`src/hdl/ctn_pkg.sv`:
```
// Shared types and codes for the complex tracking notch.
// Used by the sequencer, the multiply-accumulate unit and the top level.
package ctn_pkg;

  // operand selects, multiplier side A
  localparam logic [2:0] A_SR = 3'd0;
  localparam logic [2:0] A_SI = 3'd1;
  localparam logic [2:0] A_BW = 3'd2;
  localparam logic [2:0] A_CR = 3'd3;
  localparam logic [2:0] A_CI = 3'd4;
  localparam logic [2:0] A_PR = 3'd5;
  localparam logic [2:0] A_PI = 3'd6;

  // operand selects, multiplier side B
  localparam logic [2:0] B_PR  = 3'd0;
  localparam logic [2:0] B_PI  = 3'd1;
  localparam logic [2:0] B_RLR = 3'd2;
  localparam logic [2:0] B_RHR = 3'd3;
  localparam logic [2:0] B_RLI = 3'd4;
  localparam logic [2:0] B_RHI = 3'd5;
  localparam logic [2:0] B_STR = 3'd6;
  localparam logic [2:0] B_STI = 3'd7;

  // accumulator capture codes
  localparam logic [3:0] CAP_NONE = 4'd0;
  localparam logic [3:0] CAP_RR   = 4'd1;
  localparam logic [3:0] CAP_RI   = 4'd2;
  localparam logic [3:0] CAP_DCR  = 4'd3;
  localparam logic [3:0] CAP_DCI  = 4'd4;
  localparam logic [3:0] CAP_YR   = 4'd5;
  localparam logic [3:0] CAP_YI   = 4'd6;
  localparam logic [3:0] CAP_PR   = 4'd7;
  localparam logic [3:0] CAP_FIN  = 4'd8;

  typedef struct packed {
    logic valid;
    logic clr;
    logic sub;
    logic sh20;
  } mac_op_t;

  typedef struct packed {
    mac_op_t    op;
    logic [2:0] a_sel;
    logic [2:0] b_sel;
    logic [3:0] cap;
  } ctl_t;

endpackage

```
`src/hdl/ctn_mac.sv`:
```
// Shared 32x32 signed multiplier with a registered product and a 64-bit accumulator.
// Depends on ctn_pkg for the operation struct.
module ctn_mac import ctn_pkg::*; (
  input  logic               clk,
  input  logic               rst,
  input  mac_op_t            op,
  input  logic signed [31:0] a,
  input  logic signed [31:0] b,
  output logic signed [63:0] acc
);

  logic signed [63:0] prod;
  mac_op_t            pop;
  logic signed [63:0] term;
  logic signed [63:0] base;

  always_ff @(posedge clk) begin
    if (rst) begin
      pop <= '0;
    end else begin
      pop <= op;
    end
    prod <= a * b;
  end

  assign term = pop.sh20 ? (prod <<< 20) : prod;
  assign base = pop.clr ? 64'sd0 : acc;

  always_ff @(posedge clk) begin
    if (pop.valid) begin
      acc <= pop.sub ? (base - term) : (base + term);
    end
  end

endmodule

```
`config.mk`:
```
export PLATFORM = sky130hd
export DESIGN_NAME = ctn_mac
export DESIGN_NICKNAME = d
export VERILOG_FILES = /design/src/hdl/ctn_pkg.sv /design/src/hdl/ctn_mac.sv
export SDC_FILE = /design/constraint.sdc
export NUM_CORES = 2
export LEC_CHECK = 0
export ABC_AREA = 1
export ABC_CLOCK_PERIOD_IN_PS = 9800
export BUFFER_PORTS_ARGS = -buffer_cell sky130_fd_sc_hd__buf_2
export CAP_MARGIN = 20
export CORE_MARGIN = 5
export CORE_UTILIZATION = 33
export DETAILED_ROUTE_END_ITERATION = 16
export GPL_ROUTABILITY_DRIVEN = 0
export PLACE_DENSITY = 0.54
export SYNTH_ARGS = -nofsm -noshare
export SYNTH_HDL_FRONTEND = slang
export SYNTH_SLANG_ARGS = --single-unit
export TNS_END_PERCENT = 5
```
`constraint.sdc`:
```
create_clock -name clk -period 9.8 [get_ports clk]
set_input_delay 2.94 -clock clk [delete_from_list [all_inputs] [get_ports clk]]
set_output_delay 2.94 -clock clk [all_outputs]
set_load 0.01 [all_outputs]
```
# == Word level (Yosys, flattened, before mapping) ==
# Cells that the tools add are included.
# word_totals
romBits,0
reg_bits,132
mem_count,0
inputBits,70
ram_bits,0
out_inout_bits,64
elab_cells,12
latchBits,0
# op_classes
div_mod_pow,0
mux,3
reduce_logical,0
order_cmp,0
bitwise_logic,0
shift,0
n_mul,1
addsub,2
eq_ne,0
# op_table
cell,count
$mux W64,3
$add A64 B64 Y64,1
$mul A32 B32 Y64,1
$sub A64 B64 Y64,1

# == Logic depth before layout (Yosys ltp) ==
# logic_depth
word_depth,3
ltp_mapped,30

# == Worst setup path after synthesis ==
# Ideal clock, no wire load.
# synth_timing
path_kind,input port to flip-flop
from,input a[31]
to,register prod[61]
stages,27
setup_ns,0.112
path_slack_ns,0.041
n_path_buf,1
t_arrival_ns,9.647
cell_sequence,clkbuf_1 > nand2_1 > inv_1 > fa_1 > inv_1 > fa_1 > inv_1 > fa_1 > fa_1 > inv_1 > fa_1 > inv_1 > fa_1 > inv_1 > fa_1 > inv_1 > fa_1 > ha_1 > nand2_1 > nor2_1 > inv_1 > nor2_1 > inv_1 > nor4_1 > nand2_1 > nand3_1 > nand2_1
# synth_via
elab_chain_cells,1
# synth_rtl
element,line,source
from (decl),ctn_mac.sv:7,"input logic signed [31:0] a,"
$mul A32 B32 Y64,ctn_mac.sv:23,prod <= a * b;
to (signal assigned),ctn_mac.sv:23,
to (decl),ctn_mac.sv:12,logic signed [63:0] prod;
# No other way between the ends.
# A chain may end at the register's enable or synchronous reset.

# == Worst setup path in the final report ==
# layout_timing
from,input a[20]
to,register prod[49]
# Same word-level chain as after synthesis.

==> reports/metrics.csv <==
metric,value,unit
fraction of the cycle the final worst path needs,95.7,%
least setup slack across all paths after layout,0.425,ns
CTS root buf,clkbuf_16,
# DRC,0,
post-synthesis instance area,49800,sq um
largest stage delay on the critical path,0.67,ns
"most common cell after layout, fill and taps aside",inv_1,
most frequent cells in the layout,"1916 x inv_1, 1876 x nand2_1, 1083 x fa_1, 430 x nor2_1, 249 x buf_4",
Achievable Freq,107,MHz
Via density,4.63,
WHS Path Cells,3,
Crit path required time,10.15,ns
height of the chip,398,um
biggest area contributors in the synthesized netlist,"fa_1 44%, inv_1 14%, nand2_1 14%",
path class of the lowest-slack min-delay path,flip-flop to flip-flop,
#FFs+latches synth,132,
Final nets,8344,
area growth from synthesis to layout,11.1,%
Critical-path top delay cell,fa_1,
dpl ws,-0.133,ns
CTS H-Tree Depth,4,
TritonCTS clock tree,yes,
area enclosed by the die boundary,159000,sq um
CP Depth,21,
count of distinct cell types in the synthesized netlist,40,
run status,"finished, final reports clean",
number of iterations in the first detailed-routing pass,5,
count of yosys warnings during synthesis,0,
"Buf+Inv Stages, Crit Path",4,
utilization after layout,36.9,%
sequence of cells on the critical path,"buf_2, buf_4, nand2_1, fa_1, fa_1, inv_1, fa_1, fa_1, fa_1, fa_1, fa_1, fa_1, ha_1, nand2_1, nor2_1, buf_4, nand2_1, nor3_1, nand3_1, nand4_1, nand2_1",
unrepaired setup endpoints after global routing,false,
count of buffers from port buffering,133,
placed cells,8940,
actual transition at the worst max-transition pin,0.921,ns
clock sinks,132,
Worst path most repeated cell,fa_1,
overall track demand over capacity in global routing,19.8,%
Post-Syn Area per Cell,7.40,sq um
register clock-pin slew on the reported worst setup and hold paths,0.06,ns
final standard cell count with taps included and fillers excluded,8976,
post-synthesis instance total,6725,
fraction of the yosys area taken by sequential cells,6.59,%
drt total wl,153000,um
"EDFF count, synth",64,
shortest clock period the worst path allows after layout,9.38,ns
number of gates resized after cts,0,
Total Negative Setup Slacks,0,ns
die boundary width,398,um
remaining global-route overflow,0,
iteration-0 DRC count of the detailed router,2758,
vias in the first global route,44033,
classification of the worst setup path,primary input to flip-flop,
area of the core region,150000,sq um
clock skew,0.0137,ns
fraction of final layout cells with drive strength greater than 1,7.39,%
post-route antenna net violation count,0,
num ports,134,
fraction of registers with async set/reset,0,%
maximum number of pins on one net before global-route repair,75,
most used flip-flop cell after synthesis,dfxtp_1,
Hold Fails Final Rpt,0,
post-detailed-placement half-perimeter wirelength,135000,um
kind of capture point of the worst setup path,flip-flop,
number of buffers inserted by post-CTS setup repair,0,
Rel. slew slack,38.5,%
antenna violations before repair,4,
number of CTS-inserted buffers,17,
Setup crit start kind,primary input,
critical path data arrival time,9.73,ns
kind of cell adding the most delay to the critical path,adder cells,
Hold Buf Count CTS,0,
CTS Buffer Depth,2,
max-cap check violation count,0,
clk_lat worst skew,0.49,ns
biggest area consumer among synthesized cells,fa_1,
via count,41521,
initial core utilization,33.2,%
Core Rows,142,
cell depth of the worst flop-to-flop path,25,
area fraction of the dominant cell type after synthesis,43.5,%
worst-path maximum fanout,20,
number of max-slew violations in the final report,0,
average detailed-routed wire length per instance,17.0,um
first-pass GRT wire length,248000,um
number of failing setup endpoints in the final timing report,0,
Post-Syn Nets,8126,
[through the flow]
step / instance area, sq um / hold WS [ns]
2_1_floorplan: 49800 / 0.738
3_3_place_gp: 54700 / 0.797
3_5_place_dp: 54700 / 0.799
4_1_cts: 55300 / 0.810
5_1_grt: 55300 / 0.871
6_report: 55300 / 0.815
[final timing paths]
kind | startpoint | to | slack (ns)
setup / recovery | a[20] | prod[49] | 0.42
hold / removal | acc[0] | acc[0] | 0.81
setup reg to reg | pop[0] | acc[61] | 4.71
hold reg to reg | acc[0] | acc[0] | 0.81
[synthesized netlist by cell type, types with 2 or more instances]
master	n
a21boi_0	8
xor2_1	100
o21ai_1	14
and2_1	7
inv_1	1916
or2_2	9
o21a_1	3
o31ai_1	2
edfxtp_1	64
inv_2	4
fa_1	1083
o21bai_1	20
nand3_1	176
dfxtp_1	68
buf_6	9
nor3_1	16
nor2_2	14
nand2_1	1876
a31oi_1	2
ha_1	248
a21o_1	11
nand3b_1	18
nand2_2	11
clkbuf_1	208
o21ai_0	127
nor4_1	7
nand3_2	4
nand4_1	43
buf_2	2
xnor2_1	30
nor2_1	430
o21ai_2	13
a21oi_1	171
nor2_4	5
[worst min-delay path, stage by stage (launching register included)]
cell and delay (ns):
edfxtp_1 0.41, nand2_1 0.09, ha_1 0.12, inv_1 0.03
[flip-flops by register name, indices dropped and copies added, names as in the netlist]
signal	cells
acc	64
prod	64
pop	4
[final cells by class]
cell class | count | area [sq um]
antenna | 4 | 10.0
multi-input combinational | 4453 | 38400
inverter | 1920 | 7210
fill | 15955 | 94700
tap | 2016 | 2520
clock buffer | 19 | 443
timing repair buffer | 419 | 3280
sequential | 132 | 3290
clock inverter | 13 | 158
[cell families after synthesis]
| logic type | Yosys count | share of synthesized area (%) |
|---|---|---|
| buffers and inverters | 2140 | 16.3 |
| adders and majority gates | 1331 | 49.8 |
| xor gates and xnor gates | 130 | 2.29 |
| AOI/OAI and AO/OA | 372 | 4.07 |
| and+or+nand+nor | 2620 | 21.0 |
| DFF | 132 | 6.59 |
[layer usage]
| layer | part of all wire (%) | GRT usage (%) | up-vias |
|---|---|---|---|
| li1 | - | - | 19613 |
| met1 | 45 | 27.2 | 20641 |
| met2 | 48 | 34.1 | 1097 |
| met3 | 5.2 | 1.96 | 168 |
| met4 | 2.1 | 4.17 | 2 |
| met5 | 0.0085 | 0 | - |
Power is left out: the tool's default activity adds up to more than one toggle a clock period on the data nets, which glitch-free logic cannot reach.
