## src/hdl/ctn_pkg.sv

```systemverilog
// Shared types and codes for the complex tracking notch.
// Used by the sequencer, the multiply-accumulate unit and the top level.
package ctn_pkg;

  // operand selects, multiplier side A
  localparam logic [2:0] A_SR = 3'd0;
  localparam logic [2:0] A_SI = 3'd1;
  localparam logic [2:0] A_BW = 3'd2;
  localparam logic [2:0] A_CR = 3'd3;
  localparam logic [2:0] A_CI = 3'd4;
  localparam logic [2:0] A_PR = 3'd5;
  localparam logic [2:0] A_PI = 3'd6;

  // operand selects, multiplier side B
  localparam logic [2:0] B_PR  = 3'd0;
  localparam logic [2:0] B_PI  = 3'd1;
  localparam logic [2:0] B_RLR = 3'd2;
  localparam logic [2:0] B_RHR = 3'd3;
  localparam logic [2:0] B_RLI = 3'd4;
  localparam logic [2:0] B_RHI = 3'd5;
  localparam logic [2:0] B_STR = 3'd6;
  localparam logic [2:0] B_STI = 3'd7;

  // accumulator capture codes
  localparam logic [3:0] CAP_NONE = 4'd0;
  localparam logic [3:0] CAP_RR   = 4'd1;
  localparam logic [3:0] CAP_RI   = 4'd2;
  localparam logic [3:0] CAP_DCR  = 4'd3;
  localparam logic [3:0] CAP_DCI  = 4'd4;
  localparam logic [3:0] CAP_YR   = 4'd5;
  localparam logic [3:0] CAP_YI   = 4'd6;
  localparam logic [3:0] CAP_PR   = 4'd7;
  localparam logic [3:0] CAP_FIN  = 4'd8;

  typedef struct packed {
    logic valid;
    logic clr;
    logic sub;
    logic sh20;
  } mac_op_t;

  typedef struct packed {
    mac_op_t    op;
    logic [2:0] a_sel;
    logic [2:0] b_sel;
    logic [3:0] cap;
  } ctl_t;

endpackage

```

## src/hdl/ctn_seq.sv

```systemverilog
// Step sequencer: issues the products of one sample to the shared unit in order.
// Depends on ctn_pkg for the control struct and codes.
module ctn_seq import ctn_pkg::*; (
  input  logic clk,
  input  logic rst,
  input  logic start,
  input  logic out_free,
  output logic busy,
  output ctl_t ctl
);

  localparam logic [4:0] LAST_STEP = 5'd17;

  logic [4:0] step;
  ctl_t       dec;

  always_comb begin
    dec = '0;
    unique case (step)
      5'd0:  begin dec.op = '{1'b1, 1'b1, 1'b0, 1'b0}; dec.a_sel = A_SR; dec.b_sel = B_PR; end
      5'd1:  begin dec.op = '{1'b1, 1'b0, 1'b0, 1'b0}; dec.a_sel = A_SI; dec.b_sel = B_PI; end
      5'd2:  begin dec.op = '{1'b1, 1'b1, 1'b0, 1'b0}; dec.a_sel = A_SI; dec.b_sel = B_PR; end
      5'd3:  begin
        dec.op = '{1'b1, 1'b0, 1'b1, 1'b0}; dec.a_sel = A_SR; dec.b_sel = B_PI;
        dec.cap = CAP_RR;
      end
      5'd4:  begin dec.op = '{1'b1, 1'b1, 1'b0, 1'b0}; dec.a_sel = A_BW; dec.b_sel = B_RLR; end
      5'd5:  begin
        dec.op = '{1'b1, 1'b0, 1'b0, 1'b1}; dec.a_sel = A_BW; dec.b_sel = B_RHR;
        dec.cap = CAP_RI;
      end
      5'd6:  begin dec.op = '{1'b1, 1'b1, 1'b0, 1'b0}; dec.a_sel = A_CR; dec.b_sel = B_PR; end
      5'd7:  begin
        dec.op = '{1'b1, 1'b0, 1'b1, 1'b0}; dec.a_sel = A_CI; dec.b_sel = B_PI;
        dec.cap = CAP_DCR;
      end
      5'd8:  begin dec.op = '{1'b1, 1'b1, 1'b0, 1'b0}; dec.a_sel = A_BW; dec.b_sel = B_RLI; end
      5'd9:  begin
        dec.op = '{1'b1, 1'b0, 1'b0, 1'b1}; dec.a_sel = A_BW; dec.b_sel = B_RHI;
        dec.cap = CAP_YR;
      end
      5'd10: begin dec.op = '{1'b1, 1'b1, 1'b0, 1'b0}; dec.a_sel = A_CR; dec.b_sel = B_PI; end
      5'd11: begin
        dec.op = '{1'b1, 1'b0, 1'b0, 1'b0}; dec.a_sel = A_CI; dec.b_sel = B_PR;
        dec.cap = CAP_DCI;
      end
      5'd12: begin dec.op = '{1'b1, 1'b1, 1'b0, 1'b0}; dec.a_sel = A_PR; dec.b_sel = B_STR; end
      5'd13: begin
        dec.op = '{1'b1, 1'b0, 1'b1, 1'b0}; dec.a_sel = A_PI; dec.b_sel = B_STI;
        dec.cap = CAP_YI;
      end
      5'd14: begin dec.op = '{1'b1, 1'b1, 1'b0, 1'b0}; dec.a_sel = A_PR; dec.b_sel = B_STI; end
      5'd15: begin
        dec.op = '{1'b1, 1'b0, 1'b0, 1'b0}; dec.a_sel = A_PI; dec.b_sel = B_STR;
        dec.cap = CAP_PR;
      end
      5'd17: begin dec.cap = out_free ? CAP_FIN : CAP_NONE; end
      default: begin dec = '0; end
    endcase
  end

  assign ctl = busy ? dec : '0;

  always_ff @(posedge clk) begin
    if (rst) begin
      busy <= 1'b0;
      step <= '0;
    end else if (!busy) begin
      if (start) begin
        busy <= 1'b1;
        step <= '0;
      end
    end else if (step == LAST_STEP) begin
      if (out_free) begin
        busy <= 1'b0;
      end
    end else begin
      step <= step + 5'd1;
    end
  end

endmodule

```

## config.mk

```make
export PLATFORM = sky130hd
export DESIGN_NAME = ctn_seq
export DESIGN_NICKNAME = d
export VERILOG_FILES = /design/src/hdl/ctn_pkg.sv /design/src/hdl/ctn_seq.sv
export SDC_FILE = /design/constraint.sdc
export NUM_CORES = 1
export LEC_CHECK = 0
export ABC_AREA = 1
export ABC_CLOCK_PERIOD_IN_PS = 1600
export BUFFER_PORTS_ARGS = -buffer_cell sky130_fd_sc_hd__buf_2
export CORE_AREA = 10 10 63 52
export DETAILED_ROUTE_END_ITERATION = 8
export DIE_AREA = 0 0 73 62
export HOLD_SLACK_MARGIN = 0.06
export PLACE_DENSITY = 0.58
export RECOVER_POWER = 100
export SYNTH_ARGS = -nofsm -noshare
export SYNTH_HDL_FRONTEND = slang
export SYNTH_SLANG_ARGS = --single-unit
```

## constraint.sdc

```tcl
create_clock -name clk -period 1.6 [get_ports clk]
set_input_delay 0.16 -clock clk [delete_from_list [all_inputs] [get_ports clk]]
set_output_delay 0.16 -clock clk [all_outputs]
set_load 0.02 [all_outputs]
```

== Word-level counts from Yosys, hierarchy flattened ==
Cells that the tools add are included.
Storage, ports and cells
  register bits: 6
  input bits: 4
  output and inout bits: 15
Cells by class
  add/sub/neg operators: 1
  eq/ne operators: 17
  mux-type cells: 11
  reduce and logical (&&, ||, !) cells: 3
Operator list (count)
  $pmux 10 s16: 1
  $eq 5x4->1 const B: 8
  $pmux 4 s8: 1
  $eq 5x3->1 const B: 4
  $mux 5: 3
  $mux 14: 1
  $eq 5x2->1 const B: 2
  $add 5x1->5 const B: 1
  $eq 5x1->1 const B: 1
  $eq 5x5->1 const B: 1
  $logic_not 5->1: 1
  $mux 1: 4
  $mux 4: 1
  $ne 2x2->1 const B: 1
  $reduce_and 2->1: 1
  $reduce_bool 2->1: 1

== Depth between registers and ports, before layout ==
Gate-level depths: netlist of run 1.
  depth after elaboration: 3
  depth in mapped cells: 10
  gate-level depth less buffers: 10

== Worst setup path after synthesis of run 1 ==
No wires, ideal clock.
  path type: reg-to-output
  from: reg step[0]
  to: out ctl[8] in the netlist's numbering
  data arrival time: 1.520 ns
  path slack: -0.080 ns
  stages on the path, launching flop included: 9
  path buffers: 0
  cell sequence: dfxtp_1 -> ha_1 -> inv_1 -> nor2_1 -> ha_1 -> nor2_4 -> inv_1 -> nor2_1 -> a21oi_1
RTL lines
  from (decl): line ctn_seq.sv:14  | logic [4:0] step;
  from (signal assigned): line ctn_seq.sv:78  | step <= step + 5'd1;
  to (decl): line ctn_seq.sv:9  | output ctl_t ctl

==> results of run 1 <==
[cells by family (layout without fill, tap and decap cells)]
group | Yosys count | in the layout
flops | 6 | 6
fa+ha+maj | 5 | 5
simple gates | 65 | 65
compound gates | 18 | 18
xor+xnor | 2 | 2
buf+inv | 22 | 60
[cells in the final DEF, fill, tap and decap left out, drive strengths merged, types with 5 or more instances in the layout]
cell    Yosys  final
a21oi      10     10
buf         2     35
clkbuf      0      5
dfxtp       6      6
ha          5      5
inv        19     19
nand2      24     24
nand3      12     12
nor2       24     24
o21ai       5      5
[how the worst min path moves through the flow]
stage	startpoint	end	cells past startpoint
CTS	rst	step[1]	2
finish	rst	step[2]	2
detailed placement	rst	busy	2
global route	rst	step[1]	2
floorplan	rst	busy	1
global placement	rst	busy	2
[state kept, by name (all words and copies together) (netlist names)]
signal  count
step        5
busy        1
[cell type report]
type / count / area, µm²
repair buffers: 37 / 283
well taps: 25 / 31.3
fillers: 197 / 956
clock buffers: 3 / 22.5
inverters: 20 / 80.1
multi-input cells: 90 / 637
flip-flops and latches: 6 / 130
[metal layers]
metal,part of all wire,GRT usage,routed length [µm]
met1,0.47,0.119,1050
met2,0.46,0.143,1040
met3,0.058,0.0413,131
met4,0.012,0.0243,27
met5,0,0,0
[power groups by stage]
stage                     logic (mW)  registers (mW)  clock network [mW]
after floorplan               0.0820           0.166                   0
after global placement         0.130           0.163                   0
after detailed placement       0.130           0.164                   0
after CTS                      0.150           0.164               0.145
after global routing           0.182           0.165               0.157
final                          0.165           0.164               0.136
[what timing repair did]
| item | CTS | global route |
|---|---|---|
| setup buffers | 4 | 1 |
| pin swaps | 14 | 13 |
| setup endpoints to repair | 13 | 12 |
| gates resized for setup | 47 | 20 |
[per-stage QoR]
stage / util / cell area [µm²] / hold slack (ns)
after global routing: 0.553 / 1180 / 0.144
after CTS: 0.516 / 1100 / 0.148
after detailed placement: 0.433 / 927 / 0.415
final: 0.553 / 1180 / 0.156
after global placement: 0.433 / 927 / 0.413
after floorplan: - / 719 / 0.229
==> key figures, run 1 <==
Setup path
  • Crit. End Element: output pin
  • Delay-heaviest family, CP: simple AND/OR/NAND/NOR gates
  • Worst path max stage delay: 0.37 ns
  • Critical Path Fanout Max: 5
  • Critical path class: register to output pin
  • Crit-path cells: ha_4 > inv_2 > nor2_2 > ha_2 > nor2_4 > inv_2 > nor3_4 > nor2_2 > buf_6
  • Reg-to-reg slack, setup: -0.04 ns
  • Worst r2r src: step[1]
  • Worst EP arrival: 1.64 ns
  • CP required: 1.44 ns
  • Critical Path Stages: 9
  • Crit path launch: step[0]
  • Reg2Reg Depth: 8
  • Slowest-stage cell, CP: dfxtp_4
  • CP Launch Type: register
  • R2r endpoint: step[4]
  • CP endpoint: ctl[2]
  • CP bufs+invs: 3

Drt
  • TritonRoute pass-1 iters: 4
  • WL per Instance: 12.4 µm
  • DRT iter0 DRCs: 38
  • WL final: 2240 µm
  • Antenna Nets Post-Route: 0
  • Via count: 869
  • Via density: 4.80
  • Residual DRC: 0

Place
  • Gpl congestion: 0.821
  • Pre-CTS setup slack: -0.0586 ns
  • Buffers on Ports: 18
  • Placed cells: 173
  • Hpwl dp: 1640 µm

Timing
  • Final min period: 1.80 ns
  • Setup TNS Final: -1.48 ns
  • Worst rel slew slack: 0.778
  • Final setup vio count: 13
  • Hold Fails Final Rpt: 0
  • Clock Skews: 0.000153 ns
  • Slew Viols, Final: 0
  • Fin worst setup slack: -0.200 ns
  • Unrepaired setup endpoints after global routing: yes
  • Final Cycle Share: 1.13
  • Least-Margin Pin Slew: 0.332 ns
  • Fmax achieved: 555 MHz

Logic synthesis
  • Syn_area_per_cell: 5.97 µm²
  • Synth area leader: dfxtp_1
  • Simple-gate share of the synthesized area: 0.444
  • Largest family of logic cells by synthesized area: simple AND/OR/NAND/NOR gates
  • Yosys top cell area share: 0.171
  • Syn Std Cell Area: 704 µm²
  • Number of flops mapped to enable cells by yosys: 0
  • Synthesized flop and latch total: 6
  • Synth top area cells: dfxtp_1 17%, nor2_1 11%, nand2_1 11%, inv_1 9.1%, ha_1 8.9%
  • XOR/XNOR Fraction of Synth Area: 0.0249
  • Post-Synth Adder-Cell Area: 0.0888
  • Synthesis Warnings: 0
  • Fraction of registers with async set/reset: 0
  • Most instantiated cells after synthesis: 21 x nor2_1, 20 x nand2_1, 17 x inv_1, 11 x nand3_1, 10 x a21oi_1
  • Distinct cells, synth: 27
  • Top_reg_cell synth: dfxtp_1
  • Cell count after synthesis: 118
  • Sequential-to-total area share from yosys stat: 0.171
  • Syn_nets: 127
  • Post-synthesis compound-gate area fraction: 0.135
  • Count leader, synth: nor2_1
  • Post-synthesis mux area share: 0

Power and ir drop
  • Switch share: 0.336
  • Internal: 309 µW
  • PD cells: 393 mW/mm²
  • Combinational power share: 0.354
  • Pleak: 0.566 nW
  • Flop pwr share: 0.353
  • Max VDD drop: 299 µV
  • Clock group share of total power: 0.293
  • Switching pwr: 156 µW
  • Total chip power: 465 µW

Floorplan
  • Die Width: 73 µm
  • I/O pin cnt: 19
  • Num rows: 15
  • Starting Density: 0.329
  • Core area: 0.00214 mm²
  • Die height: 62 µm
  • Die area: 0.00453 mm²

Flow run
  • Max Cap Viol: 0

GRT
  • First-pass GRT wire length: 3490 µm
  • Number of global-route vias before repair: 803
  • Initial antenna violation count: 0
  • Pin count of the biggest net entering global routing: 11
  • Global-route congestion overflow total: 0
  • Overall Global Routing Usage: 0.0943

Clocking
  • Root Buffer: clkbuf_4
  • CTS tree: yes
  • Post-CTS Hold Fix Bufs: 0
  • Sink Count: 6
  • Maximum root-to-sink buffer count: 2
  • Worst skew pair latency: 0.24 ns
  • CTS buffer count: 3
  • H-tree Lvls: 1
  • Clock slew at reported path FFs: 0.04 ns

Cells and area
  • Area grow syn2layout: 68.0%
  • Layout cells sized above 1: 0.545
  • Nets: 167
  • Finished Layout Cells: 181
  • Ant. Diodes: 0

Min path
  • Hold crit path type: primary input to register

Status
  • Violated checks: setup timing
  • Status: complete, but fails checks
Note: power is estimated with default switching activity, not from simulation.
==> run 2: changes to the inputs <==
--- a/config.mk
+++ b/config.mk
@@ -6,7 +6,7 @@
 export NUM_CORES = 1
 export LEC_CHECK = 0
 export ABC_AREA = 1
-export ABC_CLOCK_PERIOD_IN_PS = 1600
+export ABC_CLOCK_PERIOD_IN_PS = 2000
 export BUFFER_PORTS_ARGS = -buffer_cell sky130_fd_sc_hd__buf_2
 export CORE_AREA = 10 10 63 52
 export DETAILED_ROUTE_END_ITERATION = 8
@@ -14,6 +14,7 @@
 export HOLD_SLACK_MARGIN = 0.06
 export PLACE_DENSITY = 0.58
 export RECOVER_POWER = 100
+export SETUP_SLACK_MARGIN = 0.2
 export SYNTH_ARGS = -nofsm -noshare
 export SYNTH_HDL_FRONTEND = slang
 export SYNTH_SLANG_ARGS = --single-unit
==> constraint.sdc (replaced) <==
create_clock -name clk -period 2 [get_ports clk]
set_input_delay 0.2 -clock clk [delete_from_list [all_inputs] [get_ports clk]]
set_output_delay 0.2 -clock clk [all_outputs]
set_load 0.02 [all_outputs]
==> run 2 against run 1 <==
  * Worst hold slack improved by 0.029 ns
  * Sequential share of layout area rose by 2.9 points
  * Critical path type unchanged
  * Critical path depth did not move
  * Register-to-register slack improved by 0.66 ns
  * Combinational power fell by 39%
  * The run now ends clean
  * Worst setup slack improved by 0.36 ns
  * Global-route usage fell by 0.34 points
  * First-iteration DRC count fell by 47%
  * Clock power fell by 18%
  * Largest power group is now registers
==> key figures, run 2 (same netlist as run 1, synthesis figures left out) <==
Clocking
  • Post-CTS Hold Fix Bufs: 0 (unchanged)
  • Maximum root-to-sink buffer count: 2 (unchanged)
  • CTS buffer count: 3 (unchanged)
  • Sink Count: 6 (unchanged)
  • CTS tree: yes
  • Worst skew pair latency: 0.24 ns (about the same)
  • Root Buffer: clkbuf_4
  • Clock slew at reported path FFs: 0.05 ns (about the same)
  • H-tree Lvls: 1 (unchanged)

Cells and area
  • Ant. Diodes: 0 (unchanged)
  • Layout cells sized above 1: 0.369 (-0.176)
  • FILL cells: 237 (+20%)
  • Multi-input logic area: 564 µm² (-11%)
  • Area grow syn2layout: 35.9%
  • Seq. cell area: 133 µm² (+1.9%)
  • Max FFs per register: 5 (unchanged)
  • Most frequent cells in the layout: 17 x nor2_1, 15 x nand2_1, 13 x inv_1
  • Most common cell after layout, fill and taps aside: nor2_1
  • Largest Register: step
  • Largest registers in the final layout: step x5, busy x1
  • Util after Layout: 0.447 (-0.106)
  • Nets: 152 (-9.0%)

Floorplan
  • Die height: 62 µm (unchanged)
  • Die area: 0.00453 mm² (unchanged)
  • Starting Density: 0.329 (unchanged)
  • Num rows: 15 (unchanged)
  • Die Width: 73 µm (unchanged)
  • Core area: 0.00214 mm² (unchanged)
  • I/O pin cnt: 19 (unchanged)

GRT
  • Initial antenna violation count: 0 (unchanged)
  • Global-route congestion overflow total: 0 (unchanged)
  • First-pass GRT wire length: 3260 µm (-6.5%)
  • Pin count of the biggest net entering global routing: 11 (unchanged)
  • Overall Global Routing Usage: 0.0909 (-0.00335)
  • Number of global-route vias before repair: 738 (-8.1%)

Setup path
  • Cell repeated most along the worst path: inv_2
  • Worst path max stage delay: 0.39 ns (+0.02 ns)
  • Critical Path Fanout Max: 5 (unchanged)
  • Worst r2r src: step[1]
  • CP required: 1.80 ns (+0.36 ns)
  • Worst EP arrival: 1.64 ns (about the same)
  • R2r endpoint: step[4]
  • Slowest-stage cell, CP: dfxtp_4
  • Reg2Reg Depth: 6 (-2)
  • CP Launch Type: register
  • Crit-path cells: ha_4 > inv_2 > nor2_2 > ha_2 > nor2_4 > inv_2 > nor2_1 > a21oi_1 > clkbuf_1
  • Critical path class: register to output pin
  • Reg-to-reg slack, setup: 0.62 ns (+0.66 ns)
  • Crit. End Element: output pin

Drt
  • WL per Instance: 12.2 µm (-1.6%)
  • TritonRoute pass-1 iters: 4 (unchanged)
  • Residual DRC: 0 (unchanged)
  • DRT iter0 DRCs: 20 (-47%)
  • Antenna Nets Post-Route: 0 (unchanged)
  • Via count: 806 (-7.2%)
  • Via density: 4.86 (+1.1%)
  • WL final: 2020 µm (-9.8%)

Status
  • Status: finished clean

Timing
  • Least-Margin Pin Slew: 0.273 ns (-0.0586 ns)
  • Unrepaired setup endpoints after global routing: yes
  • Hold Fails Final Rpt: 0 (unchanged)
  • Final setup vio count: 0 (-13)
  • Clock Skews: 0.00418 ns (+0.00402 ns)
  • Fmax achieved: 543 MHz
  • Final Cycle Share: 0.922
  • Slew Viols, Final: 0 (unchanged)
  • Worst rel slew slack: 0.817 (+0.0393)
  • Setup TNS Final: 0 ns (+1.48 ns)
  • Final min period: 1.84 ns

Power and ir drop
  • Total chip power: 342 µW (-26%)
  • Pleak: 0.433 nW (-23%)
  • PD cells: 357 mW/mm² (-9.1%)
  • Max VDD drop: 318 µV (+6.4%)

Min path
  • Hold-critical path depth: 2 (unchanged)
  • Hold EP: step[3]
  • Hold_sp: rst
  • Hold crit path type: primary input to register

Flow run
  • Max Cap Viol: 0 (unchanged)

Place
  • Hpwl dp: 1570 µm (-4.3%)
  • Gpl congestion: 0.836 (+1.8%)
  • Buffers on Ports: 18 (unchanged)
==> run 2: metal layers <==
metal	up-vias	global-route usage	part of all wire	wire, µm
met3	2	0.0508	0.083	168
met2	21	0.143	0.44	886
met5	-	0	0	0
met1	357	0.110	0.48	962
met4	0	0.00811	0.0035	7
li1	426	-	-	-
==> run 2: critical path, delay by kind of cell (launching register included) <==
kind	cells	cell delay [ns]
adders and majority gates	2	0.37
buffers and inverters	3	0.37
AOI/OAI and AO/OA	1	0.11
DFF	1	0.39
and+or+nand+nor	3	0.16
==> run 2: repair_timing <==
item,4_1_cts,5_1_grt
pin swaps,7,4
gates resized for setup,25,25
setup endpoints to repair,8,8
buffers inserted,2,0
==> run 2: area by class of cell <==
cell class	instances	share of cell area
Inverter	20	0.0837
Sequential cell	6	0.139
Timing Repair Buffer	22	0.132
Clock buffer	3	0.0235
Tap cell	25	0.0327
Multi-Input combinational cell	90	0.590
==> run 2: worst max path at each step <==
stage,end,slack (ns),start,cells after the start
final,ctl[8],0.16,step[1],9
after global routing,ctl[2],0.06,step[2],7
after CTS,ctl[6],0.20,step[0],9
after detailed placement,ctl[8],0.22,step[0],9
after global placement,ctl[8],0.26,step[0],9
after floorplan,ctl[8],0.28,step[0],8
==> run 2: per-stage QoR <==
| stage | hold WS [ns] | std cells | area [µm²] | setup slack, ns |
|---|---|---|---|---|
| floorplan | 0.269 | 118 | 704 | 0.280 |
| global placement | 0.447 | 161 | 822 | 0.263 |
| detailed placement | 0.445 | 161 | 822 | 0.217 |
| CTS | 0.180 | 166 | 916 | 0.199 |
| global route | 0.187 | 166 | 957 | 0.0585 |
| finish | 0.184 | 166 | 957 | 0.157 |
==> run 2: report_power, final <==
group | internal [mW] | leakage [nW] | switching [mW]
registers | 0.123 | 0.0516 | 0.00741
logic | 0.0360 | 0.368 | 0.0645
clock network | 0.0679 | 0.0138 | 0.0435
total | 0.227 | 0.433 | 0.115
==> run 3: changes to the inputs <==
--- a/config.mk
+++ b/config.mk
@@ -8,11 +8,12 @@
 export ABC_AREA = 1
 export ABC_CLOCK_PERIOD_IN_PS = 2000
 export BUFFER_PORTS_ARGS = -buffer_cell sky130_fd_sc_hd__buf_2
-export CORE_AREA = 10 10 63 52
+export CAP_MARGIN = 40
+export CORE_AREA = 10 10 49 51
 export DETAILED_ROUTE_END_ITERATION = 8
-export DIE_AREA = 0 0 73 62
+export DIE_AREA = 0 0 59 61
 export HOLD_SLACK_MARGIN = 0.06
-export PLACE_DENSITY = 0.58
+export PLACE_DENSITY_LB_ADDON = 0.3
 export RECOVER_POWER = 100
 export SETUP_SLACK_MARGIN = 0.2
 export SYNTH_ARGS = -nofsm -noshare
==> run 3 against run 2 <==
  * First-iteration DRC count down 30%
  * Die area down 20%
  * Clock-buffer cell count unchanged
  * Worst setup slack worse by 0.0089 ns
  * Critical endpoint is now ctl[9]
==> key figures, run 3 (same netlist as run 1, synthesis figures left out) <==
Place
  • Buffers on Ports: 18 (unchanged)
  • Pre-CTS setup slack: 0.201 ns (-0.0162 ns)
  • Gpl congestion: 0.906 (+8.4%)
  • Hpwl dp: 1520 µm (-3.4%)
  • Placed cell area: 811 µm² (-1.4%)
  • Placed cells: 152 (-5.6%)

Clocking
  • Root Buffer: clkbuf_4
  • Maximum root-to-sink buffer count: 2 (unchanged)
  • CTS tree: yes
  • Sink Count: 6 (unchanged)
  • Post-CTS Hold Fix Bufs: 0 (unchanged)
  • Worst skew pair latency: 0.24 ns (about the same)
  • H-tree Lvls: 1 (unchanged)
  • Clock slew at reported path FFs: 0.04 ns (about the same)
  • CTS buffer count: 3 (unchanged)

Timing
  • Unrepaired setup endpoints after global routing: yes
  • Least-Margin Pin Slew: 0.277 ns (+0.00365 ns)
  • Fin worst setup slack: 0.148 ns (-0.00894 ns)
  • Hold Fails Final Rpt: 0 (unchanged)
  • WHS: 0.186 ns (+0.00185 ns)
  • Final Cycle Share: 0.926 (+0.00447)
  • Worst rel slew slack: 0.814 (-0.00245)
  • Clock Skews: 0.000511 ns (-0.00367 ns)
  • Setup TNS Final: 0 ns (unchanged)
  • Final setup vio count: 0 (unchanged)
  • Fmax achieved: 540 MHz (-0.48%)
  • Final min period: 1.85 ns (+0.00894 ns)
  • Slew Viols, Final: 0 (unchanged)

Flow run
  • Max Cap Viol: 0 (unchanged)

Floorplan
  • I/O pin cnt: 19 (unchanged)
  • Die height: 61 µm (-1.6%)
  • Die Width: 59 µm (-19%)
  • Die area: 0.00360 mm² (-20%)
  • Starting Density: 0.479 (+0.150)
  • Num rows: 14 (-1)
  • Core area: 0.00147 mm² (-31%)

Cells and area
  • Largest registers in the final layout: step x5, busy x1
  • Finished Layout Cells: 159 (-4.2%)
  • FILL cells: 152 (-36%)
  • Util after Layout: 0.643 (+0.195)
  • Nets: 154 (+1.3%)
  • Multi-input logic area: 564 µm² (unchanged)
  • Layout cells sized above 1: 0.357 (-0.0122)
  • Final instance area: 946 µm² (-1.2%)
  • Most frequent cells in the layout: 17 x nand2_1, 16 x nor2_1, 14 x inv_1
  • Seq. cell area: 128 µm² (-3.8%)
  • Max FFs per register: 5 (unchanged)
  • Largest Register: step
  • Area grow syn2layout: 34.3%
  • Ant. Diodes: 0 (unchanged)
  • Most common cell after layout, fill and taps aside: nand2_1

Power and ir drop
  • Pleak: 0.449 nW (+3.6%)
  • PD cells: 363 mW/mm² (+1.6%)
  • Total chip power: 343 µW (+0.36%)
  • Max VDD drop: 390 µV (+23%)

Status
  • Status: finished clean

GRT
  • First-pass GRT wire length: 3050 µm (-6.6%)
  • Initial antenna violation count: 0 (unchanged)
  • Number of global-route vias before repair: 746 (+1.1%)
  • Global-route congestion overflow total: 0 (unchanged)
  • Pin count of the biggest net entering global routing: 11 (unchanged)
  • Overall Global Routing Usage: 0.106 (+0.0149)

Setup path
  • CP required: 1.80 ns (about the same)
  • Reg-to-reg slack, setup: 0.34 ns (-0.28 ns)
  • Critical path class: register to output pin
  • Crit path launch: step[0]
  • CP endpoint: ctl[9]
  • Reg2Reg Depth: 8 (+2)
  • CP Launch Type: register
  • R2r endpoint: step[4]
  • Worst r2r src: step[1]
  • Critical Path Fanout Max: 5 (unchanged)
  • Crit. End Element: output pin
  • Worst EP arrival: 1.65 ns (about the same)

Drt
  • DRT iter0 DRCs: 14 (-30%)
  • WL per Instance: 12.7 µm (+4.1%)
  • Residual DRC: 0 (unchanged)
  • Antenna Nets Post-Route: 0 (unchanged)
  • Via count: 818 (+1.5%)
  • WL final: 2020 µm (-0.30%)
  • TritonRoute pass-1 iters: 4 (unchanged)
  • Via density: 5.14 (+6.0%)

Min path
  • Hold-critical path depth: 2 (unchanged)
  • Hold crit path type: primary input to register
-- run 3: changes by cell type in the layout (fill, tap and decap cells not counted), sizes merged --
cell / delta
buf: +2
-- run 3: layout make-up --
type / instances / share of cell area
inverters: 20 / 0.0820
flip-flops and latches: 6 / 0.135
repair buffers: 24 / 0.142
well taps: 16 / 0.0212
clock buffers: 3 / 0.0238
multi-input cells: 90 / 0.597
-- run 3: timing repair --
action,4_1_cts,5_1_grt
pin swaps,3,7
endpoints found under the setup margin,10,10
buffers inserted,1,3
resized for setup,20,21
-- run 3: worst min-delay path by stage --
| stage | from | to | slack, ns |
|---|---|---|---|
| floorplan | rst | busy | 0.27 |
| global route | rst | step[1] | 0.19 |
| global placement | rst | step[4] | 0.44 |
| finish | rst | step[3] | 0.19 |
| detailed placement | rst | step[3] | 0.45 |
| CTS | rst | step[3] | 0.19 |
-- run 3: worst max-delay path, stage by stage, from the launching register on --
cell and delay [ns]:
dfxtp_2 0.41, ha_4 0.19, inv_2 0.04, nor2_2 0.09, ha_2 0.22, nor2_4 0.05
a31oi_1 0.16, clkbuf_1 0.25
-- run 3: metal layers --
metal | track usage | part of all wire
met1 | 0.100 | 0.40
met2 | 0.194 | 0.51
met3 | 0.0418 | 0.068
met4 | 0.0557 | 0.027
met5 | 0 | 0
-- run 3: power breakdown --
group,switching [mW],leakage (nW),internal [mW]
Combinational,0.0673,0.384,0.0379
Sequential,0.00703,0.0510,0.124
Clock,0.0390,0.0138,0.0675
Total,0.113,0.449,0.230
